===== src/rtl/core/lcfb_pkg.sv =====
// Shared types and constants for the length-prefixed CRC-16 frame builder.
// Has no dependencies. Used by lcfb_crc16 and length_crc16_frame_builder.
package lcfb_pkg;

	// Widths fixed by the beat fields and the byte store.
	localparam int unsigned BYTE_W  = 8;
	localparam int unsigned CNT_W   = 8;
	localparam int unsigned CRC_W   = 16;
	localparam int unsigned STORE_D = 1 << CNT_W;

	// CRC-16/CCITT-FALSE constants.
	localparam logic [CRC_W-1:0] CRC_INIT = 16'hFFFF;
	localparam logic [CRC_W-1:0] CRC_POLY = 16'h1021;
	localparam logic [CNT_W-1:0] LEN_EXTRA = 8'd2;

	// Command codes.
	typedef enum logic {
		CMD_APPEND = 1'b0,
		CMD_READ   = 1'b1
	} command_t;

	// Status codes returned with every result.
	typedef enum logic [1:0] {
		ST_OK    = 2'd0,
		ST_FULL  = 2'd1,
		ST_BUSY  = 2'd2,
		ST_EMPTY = 2'd3
	} status_t;

	// Control sequencer states.
	typedef enum logic {
		S_IDLE  = 1'b0,
		S_FETCH = 1'b1
	} state_t;

	// Input beat.
	typedef struct packed {
		command_t          command;
		logic [BYTE_W-1:0] data_byte;
	} cmd_t;

	// Output beat.
	typedef struct packed {
		logic              out_valid;
		logic [BYTE_W-1:0] out_byte;
		logic              out_last;
		status_t           status;
	} rsp_t;

endpackage


===== src/rtl/core/lcfb_crc16.sv =====
// Byte-wide CRC-16/CCITT-FALSE update: an eight-step shift and XOR network.
// Depends on lcfb_pkg.
module lcfb_crc16 (
	input  logic [lcfb_pkg::CRC_W-1:0]  crc_in,
	input  logic [lcfb_pkg::BYTE_W-1:0] data_in,
	output logic [lcfb_pkg::CRC_W-1:0]  crc_out
);
	import lcfb_pkg::*;

	// Fold the byte into the top of the register, then shift out eight bits.
	always_comb begin
		logic [CRC_W-1:0] c;
		c = crc_in ^ {data_in, {(CRC_W-BYTE_W){1'b0}}};
		for (int i = 0; i < BYTE_W; i++) begin
			if (c[CRC_W-1]) begin
				c = {c[CRC_W-2:0], 1'b0} ^ CRC_POLY;
			end else begin
				c = {c[CRC_W-2:0], 1'b0};
			end
		end
		crc_out = c;
	end

endmodule


===== src/rtl/core/length_crc16_frame_builder.sv =====
// Frame builder top level: payload store, CRC register and frame sequencer.
// Depends on lcfb_pkg and lcfb_crc16.
//
// Usage: each beat on the cmd channel either appends a payload byte or asks
// for the next byte of the frame. Every command beat yields exactly one beat
// on the rsp channel. A frame is sent as a length byte (payload count plus
// two), the payload bytes in order, the CRC low byte and the CRC high byte,
// which carries out_last. Appends during emission or beyond MAX_PAYLOAD bytes
// are dropped and flagged in the status field.
// Appends, length and CRC reads load the output register directly from the
// accepted command; a payload read passes through the store's registered read
// port and the S_FETCH state first. Throughput is one beat per cycle while
// rsp_stall is low, except payload reads, which block new commands in S_FETCH.
// A command is taken while a previous response still waits, provided that
// response is taken in the same cycle; with rsp_stall high the output register
// holds its beat and cmd_stall rises.
// Reset clears the count, CRC, emit position and output valid at once; the
// payload store is not cleared, since only bytes written for the current
// frame are ever read.
module length_crc16_frame_builder #(
	parameter int unsigned MAX_PAYLOAD = 253
) (
	input  logic             clk,
	input  logic             arst_n,
	input  logic             cmd_valid,
	output logic             cmd_stall,
	input  lcfb_pkg::cmd_t   cmd,
	output logic             rsp_valid,
	input  logic             rsp_stall,
	output lcfb_pkg::rsp_t   rsp
);
	import lcfb_pkg::*;

	localparam logic [CNT_W-1:0] MaxCount = CNT_W'(MAX_PAYLOAD);

	// Payload store and its registered read data.
	logic [BYTE_W-1:0] store_q [STORE_D];
	logic [BYTE_W-1:0] rd_data_s1;

	// Frame state.
	state_t            state_q, state_d;
	logic [CNT_W-1:0]  count_q;
	logic [CRC_W-1:0]  crc_q;
	logic [CNT_W-1:0]  pos_q;
	logic              emitting_q;
	logic              rsp_valid_q;
	rsp_t              rsp_q;

	// Control decisions for this cycle.
	logic              accept;
	logic              slot_free;
	logic              do_append;
	logic              do_read;
	logic              do_advance;
	logic              do_clear;
	logic              load_rsp;
	rsp_t              rsp_d;
	logic [CRC_W-1:0]  crc_next;
	logic [CNT_W-1:0]  rd_addr;

	lcfb_crc16 u_crc (
		.crc_in  (crc_q),
		.data_in (cmd.data_byte),
		.crc_out (crc_next)
	);

	// The output register can take a new beat when empty or being drained.
	assign slot_free = !rsp_valid_q || !rsp_stall;
	assign cmd_stall = (state_q != S_IDLE) || !slot_free;
	assign accept    = cmd_valid && !cmd_stall;
	assign rd_addr   = pos_q - CNT_W'(1);

	// Sequencer: decode the accepted command and build the response.
	always_comb begin
		state_d    = state_q;
		do_append  = 1'b0;
		do_read    = 1'b0;
		do_advance = 1'b0;
		do_clear   = 1'b0;
		load_rsp   = 1'b0;
		rsp_d      = '{out_valid: 1'b0, out_byte: '0, out_last: 1'b0, status: ST_OK};
		case (state_q)
			S_IDLE: begin
				if (accept) begin
					if (cmd.command == CMD_APPEND) begin
						load_rsp = 1'b1;
						if (emitting_q) begin
							rsp_d.status = ST_BUSY;
						end else if (count_q >= MaxCount) begin
							rsp_d.status = ST_FULL;
						end else begin
							do_append = 1'b1;
						end
					end else if (!emitting_q && count_q == '0) begin
						load_rsp     = 1'b1;
						rsp_d.status = ST_EMPTY;
					end else if (pos_q == '0) begin
						load_rsp        = 1'b1;
						do_advance      = 1'b1;
						rsp_d.out_valid = 1'b1;
						rsp_d.out_byte  = count_q + LEN_EXTRA;
					end else if (pos_q <= count_q) begin
						do_read    = 1'b1;
						do_advance = 1'b1;
						state_d    = S_FETCH;
					end else if (pos_q == count_q + CNT_W'(1)) begin
						load_rsp        = 1'b1;
						do_advance      = 1'b1;
						rsp_d.out_valid = 1'b1;
						rsp_d.out_byte  = crc_q[BYTE_W-1:0];
					end else begin
						load_rsp        = 1'b1;
						do_clear        = 1'b1;
						rsp_d.out_valid = 1'b1;
						rsp_d.out_last  = 1'b1;
						rsp_d.out_byte  = crc_q[CRC_W-1:BYTE_W];
					end
				end
			end
			S_FETCH: begin
				// Read data has arrived; the output slot was free when the read began.
				load_rsp        = 1'b1;
				rsp_d.out_valid = 1'b1;
				rsp_d.out_byte  = rd_data_s1;
				state_d         = S_IDLE;
			end
			default: begin
				state_d = S_IDLE;
			end
		endcase
	end

	// State register.
	always_ff @(posedge clk or negedge arst_n) begin
		if (!arst_n) begin
			state_q <= S_IDLE;
		end else begin
			state_q <= state_d;
		end
	end

	// Payload store: one write port for appends, one registered read port.
	always_ff @(posedge clk) begin
		if (do_append) begin
			store_q[count_q] <= cmd.data_byte;
		end
		if (do_read) begin
			rd_data_s1 <= store_q[rd_addr];
		end
	end

	// Frame count, CRC, emit position and emitting flag.
	always_ff @(posedge clk or negedge arst_n) begin
		if (!arst_n) begin
			count_q    <= '0;
			crc_q      <= CRC_INIT;
			pos_q      <= '0;
			emitting_q <= 1'b0;
		end else if (do_clear) begin
			count_q    <= '0;
			crc_q      <= CRC_INIT;
			pos_q      <= '0;
			emitting_q <= 1'b0;
		end else if (do_append) begin
			count_q <= count_q + CNT_W'(1);
			crc_q   <= crc_next;
		end else if (do_advance) begin
			pos_q      <= pos_q + CNT_W'(1);
			emitting_q <= 1'b1;
		end
	end

	// Output register valid.
	always_ff @(posedge clk or negedge arst_n) begin
		if (!arst_n) begin
			rsp_valid_q <= 1'b0;
		end else if (load_rsp) begin
			rsp_valid_q <= 1'b1;
		end else if (!rsp_stall) begin
			rsp_valid_q <= 1'b0;
		end
	end

	// Output register payload.
	always_ff @(posedge clk) begin
		if (load_rsp) begin
			rsp_q <= rsp_d;
		end
	end

	assign rsp_valid = rsp_valid_q;
	assign rsp       = rsp_q;

endmodule

===== config.mk =====
export PLATFORM = sky130hd
export DESIGN_NAME = length_crc16_frame_builder
export DESIGN_NICKNAME = d
export VERILOG_FILES = /design/src/rtl/core/lcfb_pkg.sv /design/src/rtl/core/lcfb_crc16.sv /design/src/rtl/core/length_crc16_frame_builder.sv
export SDC_FILE = /design/constraint.sdc
export NUM_CORES = 2
export LEC_CHECK = 0
export BUFFER_PORTS_ARGS = -buffer_cell sky130_fd_sc_hd__clkbuf_2
export CORE_MARGIN = 2
export CORE_UTILIZATION = 35
export CTS_CLUSTER_DIAMETER = 40
export DETAILED_ROUTE_END_ITERATION = 8
export PLACE_DENSITY_LB_ADDON = 0.1
export SYNTH_ARGS = -nofsm -noshare
export SYNTH_HDL_FRONTEND = slang
export SYNTH_SLANG_ARGS = --single-unit

===== constraint.sdc =====
create_clock -name clk -period 4.4 [get_ports clk]
set_input_delay 0.66 -clock clk [delete_from_list [all_inputs] [get_ports clk]]
set_output_delay 0.66 -clock clk [all_outputs]
set_load 0.01 [all_outputs]

Yosys cells after proc, flatten, opt, wreduce, memory -nomap -nowiden --
Memory sizes are Yosys's and may differ from the RTL's. A register that Yosys moved wholly into a read port is not among the register bits. Cells that the tools add are included.
Operators by class: add/sub/neg operators 4, $mul 0, div/mod/pow operators 0, order comparisons 2, equality and inequality tests 3, shifts and indexed selects 0, multiplexer cells 66, bitwise logic cells 12, reductions and logical operators 16
Operators with widths (number):
- $mux 13 | 8
- $mux 8 | 6
- $mux 1 | 39
- $mux 16 | 2
- $mux 10 | 3
- $not 3->3 | 8
- $pmux 9 s2 | 1
- $add 8x1->8 const B | 2
- $logic_not 8->1 | 2
- $xor 16x16->16 | 1
- $mux 12 | 1
- $mux 9 | 1
- $add 8x2->8 const B | 1
- $eq 8x8->1 | 1
- $ge 8x8->1 const B | 1
- $le 8x8->1 | 1
- $sub 8x1->8 const B | 1
- $mux 2 | 3
- $reduce_or 6->1 | 1
- $logic_not 1->1 | 5
- $ne 2x1->1 const B | 2
- $pmux 1 s2 | 2
- $reduce_bool 2->1 | 2
- $not 1->1 | 3
- other kinds (4) | 6
Storage, ports and cells: register bits after elaboration 47, bits in latches 0, RAM bits 2048, memory bits (read-only) 0, logic and storage cells 114, memories 1
Memory list:
- store_q | words 256, width 8, read ports 1, clocked after Yosys merged registers in 1, wr ports 1, RTL line length_crc16_frame_builder.sv:37 | logic [BYTE_W-1:0] store_q [STORE_D];

Logic depth before layout (Yosys ltp) --
word-level depth 19, mapped depth 18

Hierarchy --
A second synthesis with hierarchy kept.
Unflattened totals: cells, all modules 4592, area total of the unflattened synthesis 83403.7 um^2
By module, submodules not included:
- length_crc16_frame_builder | instances 1, cells an instance 4567, area an instance 83008.4 um^2, sequential area each 62995.4 um^2
- lcfb_crc16 | instances 1, cells an instance 25, area an instance 395.4 um^2, sequential area each 0.0 um^2

Worst setup path before layout --
No wires, ideal clock.
path type reg2reg, start register pos_q[0], end register rd_data_s1[7] (read register of store_q), data pin, data arrival time 3.439 ns, data required time 4.128 ns, path slack 0.689 ns, cell stages (with the launch flop) 16, path buffers 7, clock period less this slack 3.711 ns, cells stage by stage dfrtp_1 > buf_4 > buf_2 > inv_2 > clkbuf_1 > ha_1 > buf_6 > xor2_4 > buf_8 > buf_6 > buf_2 > mux2i_1 > a32oi_1 > a31oi_1 > o21ai_1 > or4_1
Between the ends: word-level cells in the longest chain between the ends 7, elaborated cells between the ends (all ways) 9, those cells by class 1 x add/sub; 1 x order compare; 6 x mux; 1 x reduce/logical
RTL lines:
- from (decl) | RTL line length_crc16_frame_builder.sv:44 | logic [CNT_W-1:0] pos_q;
- from (signal assigned) | RTL line length_crc16_frame_builder.sv:168 | pos_q <= pos_q + CNT_W'(1);
- $le 8x8->1 | RTL line length_crc16_frame_builder.sv:102 | end else if (pos_q <= count_q) begin
- $mux 1 | RTL line length_crc16_frame_builder.sv:102
- $mux 1 | RTL line length_crc16_frame_builder.sv:97 | end else if (pos_q == '0) begin
- $mux 1 | RTL line length_crc16_frame_builder.sv:94 | end else if (!emitting_q && count_q == '0) begin
- $mux 1 | RTL line length_crc16_frame_builder.sv:85 | if (cmd.command == CMD_APPEND) begin
- $mux 1 | RTL line length_crc16_frame_builder.sv:84 | if (accept) begin
- $mux 1 | RTL line length_crc16_frame_builder.sv:82 | case (state_q)
- to (decl) | RTL line length_crc16_frame_builder.sv:38 | logic [BYTE_W-1:0] rd_data_s1;
Several ways; a longest one is shown, not always the timed one. A chain may end at the register's enable or synchronous reset.

Final worst setup path --
Ends and elaborated chain as after synthesis.

==> impl_results.md <==
- Fraction of registers with async set/reset: 0.0166
- Skew-Pair Late Insertion Delay: 0.96 ns
- All-Layer GR Usage: 0.200
- Commonest non-fill, non-tap cell in the layout: edfxtp_1
- Htree depth: 5
- Via Count: 45000
- Port bufs: 26
- Critical path required time: 5.04 ns
- Pwr/cell area: 725 mW/mm2
- Setup TNS: 0 ns
- Fin crit share: 0.934
- Fin Hold WS: 0.187 ns
- Post-CTS setup repair buffer count: 0
- Drt drc: 0
- Layout Nets: 5179
- DP Wirelength: 149000 um
- Final Hold Viols: 0
- Gr ovfl total: 0
- Post-route ant nets: 0
- Period minus WS final: 4.11 ns
- Root Driver: clkbuf_16
- Peak VDD IR: 0.000631 V
- Area grow syn2layout: 22.2%
- Die Y: 491 um
- Sequential area share after synthesis: 0.757
- Outcome: complete, no violations
- Unique masters post-synth: 76
- Ys Warns: 0
- RSZ-0062 raised after global routing: no
- Hold Buf Count CTS: 1
- Max-capacitance violation count: 0
- Least-Margin Pin Slew: 1.04 ns
- Vias in the first global route: 46100
- Total wire length: 243000 um
- Synth Register Bits: 2103
- F_max: 243 MHz
- Num CTS Buffers: 353
- Global-route wire length before repair: 347000 um
- CTS Buffer Depth: 4
- Setup CP Type: reg2reg
- Vias per std cell: 5.24
- Leakage: 33.3 nW
- WL/cell: 28.3 um
- Post-route clock skew: 0.0612 ns
- 1st-pass router iterations: 5
- Core area: 0.236 mm2
- Max-slew violations: 0
- Synth Flop Type: edfxtp_1
- Die width: 491 um
- Syn Area/Cell: 18.1 um2
- Iteration-0 DRC Markers: 4159
- Num rows: 178
- Largest net degree at the start of global routing: 145
- Critical Path Fanout Max: 36
- Hold WC Path Type: in2reg
- DP Cell Count: 7944
- Worst setup EP type: flip-flop
- Slew Limit Headroom: 0.303
- CTS tree: built
- Most frequent cells in the layout: 2068 x edfxtp_1, 619 x nand2_1, 390 x mux4_2
- Clock-pin slew on the worst setup and hold paths: 0.05 ns
- Post-Syn Instances: 4603
- Layout cells sized above 1: 0.273
- Final setup vio count: 0
- Initial Util: 0.353
- CP arrival: 4.75 ns
- Count of flip-flops with a built-in enable after synthesis: 2068
- Synthesized area: 0.0832 mm2
- Filler Cell Count: 20900
- Initial antenna violation count: 21
- Clk sinks: 2103
- Post-CTS sizing: 0
- Finished Layout Cells: 8583
- Startpoint Class: flip-flop
- Die area: 0.242 mm2
- GPL Wtd Cong: 0.814
- Io pins: 27
routing by layer:
layer  global-route usage  vias up  wire length, um
li1                     -    19500                -
met2                0.317     1290           115000
met5                    0        -               15
met1                0.285    23900           108000
met4               0.0515        2             5650
met3               0.0336      369            13700
kinds of logic (layout without fill, tap and decap cells):
| logic type | count (synthesis) | count (layout) | synth area share |
|---|---|---|---|
| simple gates | 1269 | 1269 | 0.0646 |
| compound gates | 335 | 335 | 0.0276 |
| fa+ha+maj | 16 | 16 | 0.00241 |
| buf+inv | 286 | 1103 | 0.0177 |
| flops | 2103 | 2103 | 0.757 |
| xor+xnor | 45 | 45 | 0.00522 |
| mux | 548 | 548 | 0.125 |
| other cells | 1 | 14 | 0.0000451 |
state kept, by name, indices dropped and copies added (netlist names):
| signal | cells |
|---|---|
| rsp | 12 |
| state_q | 1 |
| emitting_q | 1 |
| rsp_valid | 1 |
| pos_q | 8 |
| count_q | 8 |
| store_q | 2048 |
| crc_q | 16 |
| rd_data_s1 | 8 |
metrics by stage:
stage / setup slack (ns) / total power, mW / cell area, um2 / util
floorplan: 0.689 / 37.7 / 83200 / -
CTS: 0.161 / 74.8 / 102000 / 0.431
finish: 0.290 / 73.7 / 102000 / 0.431
global route: 0.0641 / 76.7 / 102000 / 0.431
detailed placement: 0.180 / 47.6 / 89900 / 0.381
global placement: 0.191 / 47.6 / 89900 / 0.381
synthesized netlist by cell type, drive strengths merged (7+ instances only):
master | n | area share
nor3 | 13 | 0.00098
o22ai | 54 | 0.0041
mux4 | 392 | 0.11
nand3 | 221 | 0.013
mux2i | 154 | 0.019
a41o | 9 | 0.0011
ha | 16 | 0.0024
nor4 | 12 | 0.00098
clkbuf | 128 | 0.0058
nand2b | 10 | 0.00075
dfstp | 16 | 0.0051
inv | 14 | 0.00063
nand2 | 626 | 0.028
o2111ai | 15 | 0.0016
buf | 143 | 0.011
a31oi | 57 | 0.0043
xor2 | 11 | 0.0014
edfxtp | 2068 | 0.75
dfrtp | 19 | 0.0057
and2 | 7 | 0.00053
o221ai | 8 | 0.00084
and3 | 10 | 0.00075
or4 | 10 | 0.00095
and4b | 7 | 0.00084
a21oi | 62 | 0.0037
o21ai | 44 | 0.0026
a32oi | 47 | 0.0049
nor2 | 314 | 0.014
nand4 | 20 | 0.0015
xnor2 | 33 | 0.0036
report_power, final:
part	leakage, nW	internal [mW]	switching (mW)
logic	8.73	9.33	14.9
registers	19.0	22.3	0.200
clock network	5.60	17.2	9.83
worst max-delay path: stages, from the launching register on:
cell and delay, ns:
dfrtp_4 0.42, inv_2 0.06, ha_4 0.49, buf_4 0.57, mux4_2 0.42, mux2i_1 0.31, o22ai_1 0.13, o21ai_0 0.49
o2111ai_1 0.28, buf_4 0.24, or4_1 0.40
worst paths after layout:
check                                      startpoint                        to  slack [ns]  cells past startpoint
worst max register to register   pos_q[0]$_DFFE_PN0P_   rd_data_s1[7]$_DFFE_PP_        0.29                     10
worst min register to register  crc_q[15]$_DFFE_PN1P_     crc_q[15]$_DFFE_PN1P_        0.52                      2
min in group asynchronous                      arst_n    emitting_q$_DFFE_PN0P_        0.55                      2
worst max-delay path             pos_q[0]$_DFFE_PN0P_   rd_data_s1[7]$_DFFE_PP_        0.29                     10
max in group asynchronous                      arst_n      pos_q[0]$_DFFE_PN0P_        3.10                      2
worst min-delay path                           cmd[6]  store_q[91][6]$_DFFE_PP_        0.19                      1
final cells by class:
cell class | instances | area, um2 | share of cell area
multi-input cells | 2221 | 18900 | 0.186
diodes | 6 | 15.0 | 0.000148
clock buffers | 383 | 9000 | 0.0886
repair buffers | 456 | 4020 | 0.0395
flip-flops and latches | 2103 | 63000 | 0.620
clock inverters | 249 | 2650 | 0.0260
well taps | 3150 | 3940 | 0.0388
inverters | 15 | 56.3 | 0.000554
(Power assumes the default switching activity.)
